### config.mk
export PLATFORM = sky130hd
export DESIGN_NAME = dlb_modmul
export DESIGN_NICKNAME = d
export VERILOG_FILES = /design/src/dlb_pkg.sv /design/src/dlb_modmul.sv
export SDC_FILE = /design/constraint.sdc
export NUM_CORES = 1
export LEC_CHECK = 0
export ABC_AREA = 0
export BUFFER_PORTS_ARGS = -buffer_cell sky130_fd_sc_hd__buf_2
export CELL_PAD_IN_SITES_DETAIL_PLACEMENT = 1
export CELL_PAD_IN_SITES_GLOBAL_PLACEMENT = 1
export CORE_MARGIN = 8
export CORE_UTILIZATION = 49
export DETAILED_ROUTE_END_ITERATION = 16
export PLACE_DENSITY_LB_ADDON = 0.1
export SKIP_CTS_REPAIR_TIMING = 1
export SLEW_MARGIN = 0
export SYNTH_ARGS = -nofsm -noshare
export SYNTH_HDL_FRONTEND = slang
export SYNTH_SLANG_ARGS = --single-unit
### constraint.sdc
create_clock -name clk -period 18.9 [get_ports clk]
set_input_delay 3.78 -clock clk [delete_from_list [all_inputs] [get_ports clk]]
set_output_delay 3.78 -clock clk [all_outputs]
set_load 0.005 [all_outputs]
### src/dlb_pkg.sv
// Package for the discrete log block: widths, table depth, multiplier request/response types.
// No dependencies.
package dlb_pkg;
  localparam int MOD_BITS = 16;
  localparam int EXP_BITS = 17;
  localparam int TABLE_DEPTH = 257;
  localparam int TAB_AW = $clog2(TABLE_DEPTH);
  localparam int OFF_BITS = 5;
  localparam int CNT_BITS = $clog2(MOD_BITS + 2);

  // modular multiply request/response between top and the serial unit
  typedef struct packed {
    logic                start;
    logic [MOD_BITS-1:0] x;
    logic [MOD_BITS-1:0] y;
    logic [MOD_BITS-1:0] m;
  } mm_req_t;

  typedef struct packed {
    logic                done;
    logic [MOD_BITS-1:0] p;
  } mm_rsp_t;
endpackage

### src/dlb_modmul.sv
// Bit-serial modular multiplier: one multiplier bit per cycle, MSB first.
// Depends on dlb_pkg. Operands must be below the modulus.
module dlb_modmul (
  input  logic            clk,
  input  logic            rst_n,
  input  dlb_pkg::mm_req_t req,
  output dlb_pkg::mm_rsp_t rsp
);
  logic [dlb_pkg::MOD_BITS-1:0] acc_r, acc_nxt, x_r, y_r, y_nxt, m_r;
  logic [dlb_pkg::CNT_BITS-1:0] cnt_r, cnt_nxt;
  logic busy_r, busy_nxt, done_r, done_nxt;
  logic [dlb_pkg::MOD_BITS:0] dbl, dbl_red, add, add_red;

  always_comb begin
    dbl = {acc_r, 1'b0};
    dbl_red = (dbl >= {1'b0, m_r}) ? dbl - {1'b0, m_r} : dbl;
    add = dbl_red + (y_r[dlb_pkg::MOD_BITS-1] ? {1'b0, x_r} : '0);
    add_red = (add >= {1'b0, m_r}) ? add - {1'b0, m_r} : add;
    acc_nxt = acc_r;
    y_nxt = y_r;
    cnt_nxt = cnt_r;
    busy_nxt = busy_r;
    done_nxt = 1'b0;
    if (req.start) begin
      acc_nxt = '0;
      y_nxt = req.y;
      cnt_nxt = dlb_pkg::CNT_BITS'(dlb_pkg::MOD_BITS);
      busy_nxt = 1'b1;
    end else if (busy_r) begin
      acc_nxt = add_red[dlb_pkg::MOD_BITS-1:0];
      y_nxt = {y_r[dlb_pkg::MOD_BITS-2:0], 1'b0};
      cnt_nxt = cnt_r - 1'b1;
      if (cnt_r == dlb_pkg::CNT_BITS'(1)) begin
        busy_nxt = 1'b0;
        done_nxt = 1'b1;
      end
    end
  end

  always_ff @(posedge clk) begin
    if (!rst_n) begin
      busy_r <= 1'b0;
      done_r <= 1'b0;
      cnt_r <= '0;
    end else begin
      busy_r <= busy_nxt;
      done_r <= done_nxt;
      cnt_r <= cnt_nxt;
    end
    acc_r <= acc_nxt;
    y_r <= y_nxt;
    if (req.start) begin
      x_r <= req.x;
      m_r <= req.m;
    end
  end

  assign rsp.done = done_r;
  assign rsp.p = acc_r;
endmodule

==> metrics.md <==
| Metric | Value |
|---|---|
| Status | complete, no violations |
| Syn Nets | 629 |
| Synth cell types | 56 |
| Num Clock Sinks | 71 |
| Remaining DRCs | 0 |
| Synth warnings | 0 |
| Synth async-reset ratio | 0% |
| Crit path max fanout | 30 |
| Multi-input combinational cell area | 3032 µm² |
| Yosys top cell by area | edfxtp_1 |
| # fillers | 1196 |
| # diodes | 0 |
| Synth Area in XOR/XNOR | 7.331% |
| Row count | 37 |
| Router iterations before antenna repair | 4 |
| CTS tree | built |
| Final setup viols | 0 |
| Pin count of the biggest net entering global routing | 66 |
| Hold endpoint | cnt_r[1] |
| Post-Syn Area | 5137 µm² |
| Number of global-route vias before repair | 4475 |
| Worst EP arrival | 7670 ps |
| DR vias | 4098 |
| Hpwl dp | 11.11 mm |
| Grt total ovfl | 0 |
| Clock slew at reported path FFs | 80 ps |
| Gr usage total | 20.04% |
| Mux cell area share after synthesis | 6.649% |
| Hold crit path type | flip-flop to flip-flop |
| Final WL | 13.97 mm |
| Slew headroom | 46.59% |
| FF-to-FF path depth | 28 |
| Maximum Capacitance Violations | 0 |
| Worst Path Required | 19110 ps |
| Initial antenna violation count | 0 |
| Hold_ws | 507.0 ps |
| Iter 0 DRT Violations | 220 |
| Global-route wire length before repair | 22.52 mm |
| Clk Tree Root Cell | clkbuf_8 |
| Post-route insts no fill | 733 |
| Buf+Inv Stages, Crit Path | 3 |
| Skew-Pair Late Insertion Delay | 360 ps |
| Hold Vio Cnt, Final | 0 |
| Core Footprint | 10230 µm² |
| DP Cell Count | 717 |
| Chip height | 118.4 µm |
| Core Util, Final | 56.82% |
| Critical path type | flip-flop to flip-flop |
| GP Congestion | 0.9074 |
| Setup Skew | 9.097 ps |
| Port bufs | 67 |
| Ys flop type | edfxtp_1 |
| Synth Register Bits | 71 |
| Initial Utilization | 50.21% |
| Synthesized area per cell | 9.804 µm² |
| Die width | 118.4 µm |
| Unrepaired setup endpoints after global routing | false |
| CTS H-tree lvls | 3 |
| R2r setup slk | 11430 ps |
| Share of layout cells above drive strength 1 | 19.10% |
| Nets | 697 |
| CP Capture Type | flip-flop |
| Routed len/inst | 19.06 µm |
| Post-Synth Simple-Gate Area | 13.30% |
| Post-route clock period utilization | 39.51% |
| Sequential area share after synthesis | 37.02% |
| Inserted Clock Buffers | 9 |
| CP top delay family | compound AO/OA/AOI/OAI gates |
| Synth top area share | 28.06% |
| Max-slew violation count | 0 |
| Mean number of vias per cell | 5.591 |
| Top cells by area, synth | edfxtp_1 (28%), ha_1 (12%), dfxtp_1 (9.0%) |
| IO Count | 68 |
| Post-Synthesis Cells | 524 |
| Synth Area in Compound Gates | 18.14% |
| CP most frequent cell | ha_1 |
| Worst Tran Pin Value | 801.1 ps |
| Adder-cell area share of the yosys netlist | 13.59% |
| Crit-path slowest cell | a2111oi_0 |
| EDFF count, synth | 48 |
| Crit path launch type | flip-flop |
| Storage cell area | 1902 µm² |
| R2R Path Start | m_r[1] |
| Crit path time final | 7467 ps |
| Worst stage delay on the critical path | 400 ps |
| Setup Total Neg Slack | 0 ps |
| Start point of the worst hold path | cnt_r[1] |
| Clock buffer depth | 2 |
| Largest family of logic cells by synthesized area | compound AO/OA/AOI/OAI gates |
| Routed Antenna Nets | 0 |
| Peak Freq | 133.9 MHz |
| Layout overhead on the synthesized area | 13.15% |
| Reg-to-reg critical path endpoint | acc_r[1] |
| Hold depth | 2 |
| Die area | 14020 µm² |
worst max path at each step:
stage               startpoint   endpoint  slack, ps  depth (start not counted)
finish                  m_r[1]   acc_r[1]      11430                         28
global route            m_r[1]  acc_r[10]      10920                         28
CTS                     m_r[1]   acc_r[1]      11510                         28
detailed placement      m_r[1]   acc_r[1]      11550                         28
global placement        m_r[1]   acc_r[1]      12050                         28
floorplan               m_r[1]  acc_r[14]      12830                         31
through the flow:
| step | cell area [µm²] | worst slack (ps) |
|---|---|---|
| 2_1_floorplan | 5137 | 12830 |
| 3_3_place_gp | 5593 | 12050 |
| 6_report | 5813 | 11430 |
| 3_5_place_dp | 5593 | 11550 |
| 5_1_grt | 5813 | 10920 |
| 4_1_cts | 5813 | 11510 |
layout by cell type (no fill, tap or decap), types with 8 or more instances in the layout:
cell type  count
xnor2_1       28
a211oi_1      18
o21ai_0       33
clkbuf_8       9
mux2_2        17
and2_1        16
inv_1         33
dfxtp_1       23
mux2i_1       15
nand2_1       35
nor2_1        39
nor3_1         8
buf_2         67
edfxtp_1      48
ha_1          51
a21oi_1       35
xor2_1        15
a21o_1        19
registers in the layout, indices dropped and copies added, names as in the netlist:
| register | cells |
|---|---|
| acc_r | 16 |
| m_r | 16 |
| x_r | 16 |
| y_r | 16 |
| cnt_r | 5 |
| busy_r | 1 |
| done_r | 1 |
cells in the mapped netlist, drive strengths merged, types with 2 or more instances:
| master | number |
|---|---|
| nor2 | 39 |
| o21ai | 35 |
| a311oi | 3 |
| mux2 | 17 |
| xnor2 | 28 |
| fa | 3 |
| buf | 3 |
| and4 | 2 |
| nand3 | 7 |
| a31oi | 3 |
| nand2b | 7 |
| nand4 | 4 |
| nand2 | 36 |
| and2 | 16 |
| edfxtp | 48 |
| ha | 51 |
| o21a | 3 |
| a2111oi | 3 |
| clkbuf | 11 |
| xor2 | 15 |
| o31ai | 3 |
| and3 | 7 |
| nor3 | 8 |
| mux2i | 15 |
| a21oi | 36 |
| dfxtp | 23 |
| nand3b | 2 |
| a21o | 19 |
| a211oi | 18 |
| or2 | 2 |
| nor2b | 5 |
| o21bai | 7 |
| inv | 33 |
worst min-delay path: stages (launching register included):
cell	delay, ps
dfxtp_1	330
nor2_1	90
a211oi_1	50
area by class of cell:
cell class                      count  area share [%]
Timing Repair Buffer               71           6.285
Tap cell                          136           2.927
Clock buffer                       10           2.195
Sequential cell                    71           32.72
Clock inverter                      6           1.593
Multi-Input combinational cell    406           52.15
Inverter                           33           2.131
layer usage:
layer	global-route usage (%)	vias up	routed length (µm)	share of wire [%]
li1	-	2041	-	-
met2	35.67	86	7137	51
met3	4.188	29	535	3.8
met4	8.142	0	432	3.1
met1	22.99	1942	5867	42
met5	0	-	0	0
cells by family (layout without fill, tap and decap cells):
logic type               after synthesis  in the layout
AND/OR/NAND/NOR                      139            139
AO/OA/AOI/OAI                        138            138
flip-flops                            71             71
adder cells (fa/ha/maj)               54             54
buffers and inverters                 47            120
XOR/XNOR                              43             43
multiplexers                          32             32
Power is not shown: default switching activity piles up to over one toggle a cycle in this logic, so the estimate is an artifact.
