$ cat config.mk
export PLATFORM = sky130hd
export DESIGN_NAME = dlb_divmod
export DESIGN_NICKNAME = d
export VERILOG_FILES = /design/src/dlb_pkg.sv /design/src/dlb_divmod.sv
export SDC_FILE = /design/constraint.sdc
export NUM_CORES = 1
export LEC_CHECK = 0
export BUFFER_PORTS_ARGS = -buffer_cell sky130_fd_sc_hd__buf_2
export CAP_MARGIN = 5
export CORE_MARGIN = 10
export CORE_UTILIZATION = 57
export CTS_BUF_LIST = sky130_fd_sc_hd__clkbuf_4 sky130_fd_sc_hd__clkbuf_8
export DETAILED_ROUTE_END_ITERATION = 10
export PLACE_DENSITY_LB_ADDON = 0.1
export SYNTH_ARGS = -nofsm -noshare
export SYNTH_HDL_FRONTEND = slang
export SYNTH_SLANG_ARGS = --single-unit
$ cat constraint.sdc
create_clock -name clk -period 2.7 [get_ports clk]
set_clock_uncertainty 0.1 [all_clocks]
set_input_delay 0 -clock clk [delete_from_list [all_inputs] [get_ports clk]]
set_output_delay 0 -clock clk [all_outputs]
set_load 0.02 [all_outputs]
$ cat src/dlb_pkg.sv
// Package for the discrete log block: widths, table depth, multiplier request/response types.
// No dependencies.
package dlb_pkg;
  localparam int MOD_BITS = 16;
  localparam int EXP_BITS = 17;
  localparam int TABLE_DEPTH = 257;
  localparam int TAB_AW = $clog2(TABLE_DEPTH);
  localparam int OFF_BITS = 5;
  localparam int CNT_BITS = $clog2(MOD_BITS + 2);

  // modular multiply request/response between top and the serial unit
  typedef struct packed {
    logic                start;
    logic [MOD_BITS-1:0] x;
    logic [MOD_BITS-1:0] y;
    logic [MOD_BITS-1:0] m;
  } mm_req_t;

  typedef struct packed {
    logic                done;
    logic [MOD_BITS-1:0] p;
  } mm_rsp_t;
endpackage

$ cat src/dlb_divmod.sv
// Restoring divider, one quotient bit per cycle; gives quotient and remainder.
// Depends on dlb_pkg. Divisor must be nonzero.
module dlb_divmod (
  input  logic                         clk,
  input  logic                         rst_n,
  input  logic                         start,
  input  logic [dlb_pkg::MOD_BITS-1:0] num,
  input  logic [dlb_pkg::MOD_BITS-1:0] den,
  output logic                         done,
  output logic [dlb_pkg::MOD_BITS-1:0] quo,
  output logic [dlb_pkg::MOD_BITS-1:0] rem
);
  logic [dlb_pkg::MOD_BITS-1:0] q_r, q_nxt, r_r, r_nxt, d_r;
  logic [dlb_pkg::CNT_BITS-1:0] cnt_r, cnt_nxt;
  logic busy_r, busy_nxt, done_r, done_nxt;
  logic [dlb_pkg::MOD_BITS:0] sh;

  always_comb begin
    sh = {r_r, q_r[dlb_pkg::MOD_BITS-1]};
    q_nxt = q_r;
    r_nxt = r_r;
    cnt_nxt = cnt_r;
    busy_nxt = busy_r;
    done_nxt = 1'b0;
    if (start) begin
      q_nxt = num;
      r_nxt = '0;
      cnt_nxt = dlb_pkg::CNT_BITS'(dlb_pkg::MOD_BITS);
      busy_nxt = 1'b1;
    end else if (busy_r) begin
      if (sh >= {1'b0, d_r}) begin
        r_nxt = dlb_pkg::MOD_BITS'(sh - {1'b0, d_r});
        q_nxt = {q_r[dlb_pkg::MOD_BITS-2:0], 1'b1};
      end else begin
        r_nxt = sh[dlb_pkg::MOD_BITS-1:0];
        q_nxt = {q_r[dlb_pkg::MOD_BITS-2:0], 1'b0};
      end
      cnt_nxt = cnt_r - 1'b1;
      if (cnt_r == dlb_pkg::CNT_BITS'(1)) begin
        busy_nxt = 1'b0;
        done_nxt = 1'b1;
      end
    end
  end

  always_ff @(posedge clk) begin
    if (!rst_n) begin
      busy_r <= 1'b0;
      done_r <= 1'b0;
      cnt_r <= '0;
    end else begin
      busy_r <= busy_nxt;
      done_r <= done_nxt;
      cnt_r <= cnt_nxt;
    end
    q_r <= q_nxt;
    r_r <= r_nxt;
    if (start) d_r <= den;
  end

  assign done = done_r;
  assign quo = q_r;
  assign rem = r_r;
endmodule

==> impl_metrics.ini, run 1 <==
[die]
start_util_pct = 59.12
rows = 27
fp.dieH_um = 96.04
fp.dieW_um = 96.04
dieArea_um2 = 9224
design.portCount = 68
core_area_um2 = 5574

[worst_setup_path]
crit_path_max_fanout = 11
crit_arrival_ns = 2.67
path_delay_family = simple AND/OR/NAND/NOR gates
cpPeakStageDelay_ns = 0.57
worstPathRequired_ns = 2.82
crit_chain = inv_1, ha_2, nand4_1, or4_4, a31oi_4, buf_4, o21ai_1, a311oi_2
path_class = flip-flop to flip-flop
crit_buf_inv = 2
cp-start-kind = flip-flop
slowest_stage = or4_4
end_kind = flip-flop

[global_route]
globalRouteTotalUtil_pct = 19.81
first_global_vias = 2912
grt_max_degree = 49
antenna_found_initial = 0
grt_overflow = 0
grt_pass1_wl_mm = 14.42

[yosys]
synth.cell_area_um2 = 3296
netlist_top_cells_area = edfxtp_1, dfxtp_1, ha_1
yosysMostFrequentCell = edfxtp_1
async_reset_ff_share_pct = 0
synth_ff_type = edfxtp_1
ys_types = 63
syn-instance-count = 329
syn_avg_cell_area_um2 = 10.02
synth-seq-area-share_pct = 43.13
yosys-top-cells-count = edfxtp_1, nor2_1, dfxtp_1
yosysTopAreaCell = edfxtp_1
ys_ff_latch = 55
synth_fp_nets = 383
yosys_warnings = 0
synth_edf_count = 32
synth_top_area_share_pct = 29.16

[pwr]
power_switching_mw = 0.7360
switching_share_pct = 32.88
seqPwrFrac_pct = 45.4
p_comb_share_pct = 32.5
powerDensity_nw_per_um2 = 530.7
pwr-share-clk_pct = 22.1
ir_worst_vdd_mv = 0.3272
leakage_nw = 1.823
intPower_mw = 1.502

[clocking]
cts.sink_count = 55
cts_made_buffers = 5
cts-root-buf = clkbuf_8
clockBufferDepth = 2
h-tree-depth = 2
clkLatencyLatePin_ns = 0.31
clk_pin_slew_worst_paths_ns = 0.10
post_cts_buffers = 0
cts_tree = built

[timing]
rsz0062_at_grt = false
clock.fmax_ghz = 0.3930
fin_crit_ns = 2.544
slew-limit-headroom_pct = 54.96
setup_viol = 0
maxSlewViolCount = 0
worst_slew_pin_slew_ns = 0.6740
finalSetupTns_ns = 0
finalHoldViolations = 0
post-route-period-util_pct = 94.24

[outcome]
status = complete, no violations

[job]
drv_cap = 0

[routing]
ant_nets = 0
post_drt_wl_per_cell_um = 17.61
via_per_inst = 5.905
drcViolationCount = 0
vias = 2994
drt-total-wl_mm = 8.927
first_pass_iters = 5
drt-initial-drc-count = 235

[layout]
antennaDiodeCount = 0
fin_cells = 507
drive_above_1_share_pct = 29.43
fin_nets = 488
area_delta_synth_final_pct = 27.98

[hold_path]
hold_class = input port to flip-flop

[placed_design]
place_congestion = 0.9416
io_buffers = 67
place_inst = 466
place_hpwl_mm = 6.285
-- logic make-up after synthesis --
kind of cell	share of synthesized area (%)
AOI/OAI and AO/OA	20.77
xor gates and xnor gates	3.189
adders and majority gates	7.441
buffers and inverters	5.505
DFF	43.13
muxes	5.467
and+or+nand+nor	14.50
-- path summary, 6_finish.rpt --
| path | from | end | slack, ns | depth (start not counted) |
|---|---|---|---|---|
| setup / recovery | d_r[10] | rem[5] | 0.16 | 8 |
| hold / removal | start | rem[0] | 0.09 | 4 |
| setup reg to reg | d_r[10] | rem[5] | 0.16 | 8 |
| hold reg to reg | cnt_r[1] | cnt_r[1] | 0.41 | 2 |
-- cell type report --
| class | instances | area [um2] |
|---|---|---|
| clock buffers | 7 | 90.09 |
| clock inverters | 1 | 8.758 |
| fillers | 414 | 1356 |
| inverters | 22 | 82.58 |
| multi-input cells | 232 | 1724 |
| flip-flops and latches | 55 | 1421 |
| well taps | 72 | 90.09 |
| repair buffers | 118 | 800.8 |
-- layout by cell type, fill, tap and decap left out, types with 2 or more instances in the layout --
master,instances
buf_2,67
dlygate4sd3_1,33
edfxtp_1,32
nor2_1,25
dfxtp_1,23
inv_1,22
nand2_1,20
buf_4,18
mux2_2,16
ha_1,16
o21ai_0,14
nand3_1,14
a21oi_1,12
xnor2_1,9
o21ai_1,7
a311oi_1,7
and3_1,6
nor3_1,6
clkbuf_8,6
a21o_1,5
o211ai_1,5
nor4_1,5
a211oi_1,4
nand4_1,3
a311oi_2,3
xor2_1,3
o21a_1,3
and2_1,2
nand2b_1,2
o21bai_1,2
o41ai_1,2
a31o_2,2
a31oi_1,2
o211a_1,2
o311ai_1,2
nor2b_1,2
or3_1,2
ha_2,2
-- sequential cells by signal, summed over array words and instances, names as in the netlist --
register	count
cnt_r	5
rem	16
d_r	16
quo	16
done	1
busy_r	1
-- routing by layer --
layer	share of wire [%]	GRT usage [%]
met2	49	33.07
met4	1.3	5.774
met1	43	25.42
met5	0	0
met3	6.7	3.735
-- worst register-to-register path: stages (launching register included) --
cell	delay, ns
edfxtp_1	0.34
inv_1	0.05
ha_2	0.43
nand4_1	0.16
or4_4	0.57
a31oi_4	0.22
buf_4	0.22
o21ai_1	0.09
a311oi_2	0.30
-- power groups by stage --
stage	sequential (mW)	clock, mW	combinational, mW
detailed placement	1.03	0	0.666
finish	1.02	0.495	0.727
global route	1.03	0.529	0.793
global placement	1.03	0	0.658
floorplan	1.09	0	0.404
CTS	1.02	0.506	0.708
-- through the flow --
step                utilization [%]  power (mW)  instance area [um2]  setup WS [ns]  hold WS [ns]
finish                        75.67       2.238                 4218         0.1556       0.09028
global route                  75.67       2.348                 4218        0.02226        0.1515
CTS                           75.11       2.230                 4187        0.07082       0.08645
detailed placement            67.41       1.699                 3757        0.08742       0.07813
global placement              67.41       1.690                 3757         0.1660       0.07608
floorplan                         -       1.489                 3296         0.2582     -0.001131
-- timing repair --
action	CTS	global route
hold buffers	33	0
endpoints found under the setup margin	0	9
resized for setup	0	7
endpoints found under the hold margin	39	0
(Power assumes the default switching activity.)
==> inputs of run 2 (changes only) <==
--- a/config.mk
+++ b/config.mk
@@ -5,6 +5,7 @@
 export SDC_FILE = /design/constraint.sdc
 export NUM_CORES = 1
 export LEC_CHECK = 0
+export ABC_AREA = 1
 export BUFFER_PORTS_ARGS = -buffer_cell sky130_fd_sc_hd__buf_2
 export CAP_MARGIN = 5
 export CORE_MARGIN = 10
==> impl_metrics.ini, run 2 <==
[yosys]
synth_edf_count = 32
synth_top_area_share_pct = 28.84
syn-instance-count = 458
synthMuxAreaShare_pct = 0
yosysMostFrequentCell = nand2_1
synth_fp_nets = 512
synth_ff_type = edfxtp_1
yosysTopAreaCell = edfxtp_1
yosys.area_share.xor_xnor_pct = 1.840
synth-simple-area-share_pct = 35.07
syn_avg_cell_area_um2 = 7.275
synth-compound-area-share_pct = 2.779
yosys_warnings = 0
synth-seq-area-share_pct = 42.66
ys_ff_latch = 55
netlist_top_cells_area = edfxtp_1, nand2_1, dfxtp_1
yosys-top-cells-count = nand2_1, inv_1, nand3_1
synth-adder-area-share_pct = 7.360
synth.cell_area_um2 = 3332
async_reset_ff_share_pct = 0
ys_types = 29
synth_top_family_by_area = simple AND/OR/NAND/NOR gates

[worst_setup_path]
crit_chain = ha_1, nand2_1, nor2_1, and2_4, nand3_2, nand2_2, nor2_4, nand2_4, nand2_1, nand3_1, nand2_1
regToRegSetupSlack_ns = 0.47
startpoint = rem[3]
path_class = flip-flop to flip-flop
reg2reg_from = rem[3]
slowest_stage = nor2_4
cpPeakStageDelay_ns = 0.39
crit_buf_inv = 0
path_depth = 11
worstPathRequired_ns = 2.87
cp-start-kind = flip-flop
crit_arrival_ns = 2.40
end_kind = flip-flop
r2r_cells = 11
reg2reg_to = rem[5]
crit_path_max_fanout = 18
cp_common_cell = nand2_1
endpoint = rem[5]
path_delay_family = simple AND/OR/NAND/NOR gates

[clocking]
cts-root-buf = clkbuf_8
cts.sink_count = 55
h-tree-depth = 2
holdBufCountCts = 33
cts_tree = built
post_cts_buffers = 0
cts_resized = 0
clk_pin_slew_worst_paths_ns = 0.11
clkLatencyLatePin_ns = 0.32
clockBufferDepth = 2
cts_made_buffers = 5

[timing]
setup_viol = 0
clock.fmax_ghz = 0.4481
maxSlewViolCount = 0
post-route-period-util_pct = 82.66
finalHoldViolations = 0
slew-limit-headroom_pct = 56.90
finalSetupTns_ns = 0
rsz0062_at_grt = false
fin_crit_ns = 2.232
worst_slew_pin_slew_ns = 0.6458

[placed_design]
place_congestion = 0.8811
placed_area_um2 = 3734
place_hpwl_mm = 5.914
io_buffers = 67

[routing]
via_per_inst = 4.994
ant_nets = 0
drt-initial-drc-count = 192
first_pass_iters = 5
vias = 3156
drt-total-wl_mm = 8.571
drcViolationCount = 0
post_drt_wl_per_cell_um = 13.56

[die]
rows = 27
fp.dieH_um = 96.46
design.portCount = 68
start_util_pct = 59.78
dieArea_um2 = 9304
core_area_um2 = 5574
fp.dieW_um = 96.46

[global_route]
grt_pass1_wl_mm = 14.58
grt_overflow = 0
first_global_vias = 3174
globalRouteTotalUtil_pct = 19.42
antenna_found_initial = 0
grt_max_degree = 36

[layout]
fin_nets = 613
antennaDiodeCount = 0
final_cell_mix = nand2_1, inv_1, buf_2, nand3_1, dlygate4sd3_1
area_delta_synth_final_pct = 24.71
drive_above_1_share_pct = 16.07
fillers = 444
final_common_cell = nand2_1
fin_area_um2 = 4155

[outcome]
status = complete, no violations

[pwr]
intPower_mw = 1.272
switching_share_pct = 28.85
seqPwrFrac_pct = 54.5
power_switching_mw = 0.5158
ir_worst_vdd_mv = 0.3115
pwr-share-clk_pct = 26.6
p_comb_share_pct = 18.9
leakage_nw = 2.292
powerDensity_nw_per_um2 = 430.2

[hold_path]
hold_class = input port to flip-flop

[job]
drv_cap = 0
run 2: cells by family after synthesis:
group                    after synthesis
XOR/XNOR                               7
AND/OR/NAND/NOR                      272
adder cells (fa/ha/maj)               19
flip-flops                            55
AO/OA/AOI/OAI                         17
buffers and inverters                 88
run 2: worst min-delay path by stage:
stage / startpoint / endpoint / slack [ns] / cells after the start
5_1_grt: start / rem[14] / 0.08 / 5
6_report: start / rem[3] / 0.04 / 5
3_5_place_dp: den[7] / d_r[7] / 0.08 / 1
3_3_place_gp: den[2] / d_r[2] / 0.08 / 1
4_1_cts: start / rem[5] / 0.04 / 5
2_1_floorplan: den[0] / d_r[0] / -0.001 / 0
run 2: metrics by stage:
step                      power (mW)  cells  utilization (%)  hold WS, ns  setup slack, ns
after global placement         1.278    591            66.98      0.07659           0.5650
final                          1.788    632            74.55      0.04462           0.4682
after CTS                      1.791    632            74.55      0.04020           0.4908
after floorplan                1.182    458                -    -0.001131           0.7072
after detailed placement       1.284    591            66.98      0.07822           0.5067
after global routing           1.867    632            74.55      0.07855           0.3216
run 2: worst register-to-register path: cells and delay by family, from the launching register on:
family | cells | cell delay [ns]
simple gates | 10 | 1.37
fa+ha+maj | 1 | 0.37
flops | 1 | 0.36
run 2: per-layer routing:
layer	GRT usage (%)	up-vias	part of all wire, %
met4	4.722	0	0.99
met1	23.71	1416	43
met5	0	-	0
li1	-	1632	-
met3	5.012	11	6.6
met2	33.41	97	50
run 2: layout make-up:
| class | count | area (um2) | share of cell area, % |
|---|---|---|---|
| well taps | 72 | 90.09 | 2.168 |
| flip-flops and latches | 55 | 1421 | 34.21 |
| multi-input cells | 315 | 1568 | 37.73 |
| inverters | 79 | 296.5 | 7.136 |
| clock inverters | 3 | 22.52 | 0.5420 |
| repair buffers | 103 | 688.2 | 16.56 |
| clock buffers | 5 | 68.82 | 1.656 |
run 2: power by group through the flow:
stage | combinational [mW] | sequential, mW | clock, mW
floorplan | 0.162 | 1.02 | 0
global placement | 0.289 | 0.989 | 0
detailed placement | 0.295 | 0.990 | 0
CTS | 0.332 | 0.972 | 0.487
global route | 0.376 | 0.981 | 0.511
finish | 0.337 | 0.974 | 0.476
==> inputs of run 3 (changes only) <==
--- a/config.mk
+++ b/config.mk
@@ -9,7 +9,7 @@
 export BUFFER_PORTS_ARGS = -buffer_cell sky130_fd_sc_hd__buf_2
 export CAP_MARGIN = 5
 export CORE_MARGIN = 10
-export CORE_UTILIZATION = 57
+export CORE_UTILIZATION = 52
 export CTS_BUF_LIST = sky130_fd_sc_hd__clkbuf_4 sky130_fd_sc_hd__clkbuf_8
 export DETAILED_ROUTE_END_ITERATION = 10
 export PLACE_DENSITY_LB_ADDON = 0.1
==> constraint.sdc (replaced) <==
create_clock -name clk -period 1.91 [get_ports clk]
set_clock_uncertainty 0.1 [all_clocks]
set_input_delay 0 -clock clk [delete_from_list [all_inputs] [get_ports clk]]
set_output_delay 0 -clock clk [all_outputs]
set_load 0.02 [all_outputs]
==> impl_metrics.ini, run 3 (synthesized netlist as in run 2, its figures left out) <==
[worst_setup_path]
reg2reg_to = quo[0]
r2r_cells = 11
crit_chain = inv_2, ha_4, nand2_4, nor2_4, and2_4, nand3_2, nand2_2, nor2_4, buf_4, buf_6, a31oi_2
crit_arrival_ns = 1.91
regToRegSetupSlack_ns = -0.04
endpoint = quo[0]
worstPathRequired_ns = 1.87
reg2reg_from = d_r[6]
slowest_stage = edfxtp_1
cpPeakStageDelay_ns = 0.41
cp_common_cell = nor2_4
startpoint = d_r[6]
path_class = flip-flop to flip-flop
end_kind = flip-flop
cp-start-kind = flip-flop
crit_path_max_fanout = 6

[routing]
drcViolationCount = 0
post_drt_wl_per_cell_um = 15.30
first_pass_iters = 5
drt-total-wl_mm = 10.45
drt-initial-drc-count = 225
vias = 3478
ant_nets = 0
via_per_inst = 5.092

[die]
core_area_um2 = 6277
fp.dieW_um = 100.0
design.portCount = 68
rows = 29
fp.dieH_um = 100.0
dieArea_um2 = 10010
start_util_pct = 53.08

[clocking]
cts-root-buf = clkbuf_8
clockBufferDepth = 2
cts.sink_count = 55
cts_made_buffers = 5
clk_pin_slew_worst_paths_ns = 0.11
h-tree-depth = 2
cts_tree = built
clkLatencyLatePin_ns = 0.32

[pwr]
ir_worst_vdd_mv = 0.4666
powerDensity_nw_per_um2 = 570.7
power.total_mw = 2.814
leakage_nw = 2.549

[timing]
worst_slew_pin_slew_ns = 0.5084
rsz0062_at_grt = true
finalSetupTns_ns = -0.1431
setup_viol = 11
timing.final.ws_setup_ns = -0.03685
finalHoldViolations = 0
fin_crit_ns = 1.947
clock.fmax_ghz = 0.5136
worst_hold_slack_ns = 0.2871
slew-limit-headroom_pct = 65.89
maxSlewViolCount = 0
post-route-period-util_pct = 101.9

[placed_design]
place_inst = 633
place_hpwl_mm = 6.533
pre_cts_slack_ns = -0.08215
place_congestion = 0.9034
placed_area_um2 = 4059
io_buffers = 67

[job]
drv_cap = 0

[layout]
seq_area_um2 = 1436
fin_cells = 683
final_common_cell = nand2_1
area_delta_synth_final_pct = 47.99
final_cell_mix = nand2_1, buf_2, inv_1, buf_4, nand3_1
fillers = 437
drive_above_1_share_pct = 34.32
multi_input_comb_area_um2 = 1919
fin_area_um2 = 4931
antennaDiodeCount = 0
fin_nets = 659
fin_util_pct = 78.55

[global_route]
globalRouteTotalUtil_pct = 20.24
grt_overflow = 0
grt_max_degree = 28
antenna_found_initial = 0
first_global_vias = 3584
grt_pass1_wl_mm = 16.51

[outcome]
violations = setup timing
status = finished with violations

[hold_path]
hold_class = input port to flip-flop
hp-start = den[7]
## run 3: cell types whose count changed in the layout (fill, tap and decap cells not counted), moves of 12 or more
cell,before,now
dfxtp_2,0,12
ha_1,18,3
inv_2,0,13
ha_4,0,14
dfxtp_1,23,11
nand2_1,180,162
nand2_2,4,19
buf_4,3,42
inv_1,78,65
## run 3: worst min path at each step
stage,to,cells after the start
final,d_r[7],2
after detailed placement,d_r[11],1
after floorplan,d_r[0],0
after CTS,d_r[13],2
after global routing,d_r[13],2
after global placement,d_r[2],1
## run 3: timing repair
action | in CTS | in global routing
gates resized for setup | 35 | 42
gates cloned | 1 | 0
pin swaps | 4 | 23
setup buffers | 1 | 8
endpoints found under the setup margin | 17 | 17
hold endpoints to repair | 42 | 0
hold buffers | 34 | 0
## run 3: cell type report
cell class                      instances  share of cell area [%]
Multi-Input combinational cell        316                   38.92
Sequential cell                        55                   29.13
Timing Repair Buffer                  148                   21.67
Inverter                               79                   6.014
Tap cell                               77                   1.954
Clock buffer                            6                   1.548
Clock inverter                          2                  0.7612
## run 3: per-layer routing
layer / share of wire, % / GRT usage [%]
met1: 39 / 22.10
met2: 51 / 36.54
met3: 7.7 / 5.495
met4: 1.9 / 7.391
met5: 0 / 0
## run 3: power by group
| group | leakage, nW | total, mW | internal [mW] | switching, mW |
|---|---|---|---|---|
| logic | 1.98 | 0.617 | 0.276 | 0.341 |
| registers | 0.513 | 1.38 | 1.34 | 0.0410 |
| clock network | 0.0548 | 0.818 | 0.407 | 0.411 |
| total | 2.55 | 2.81 | 2.02 | 0.793 |
## run 3: critical path, delay by kind of cell (launching register included)
family | cells | cell delay, ns
DFF | 1 | 0.41
AOI/OAI and AO/OA | 1 | 0.08
buffers and inverters | 3 | 0.34
and+or+nand+nor | 6 | 0.55
adders and majority gates | 1 | 0.22
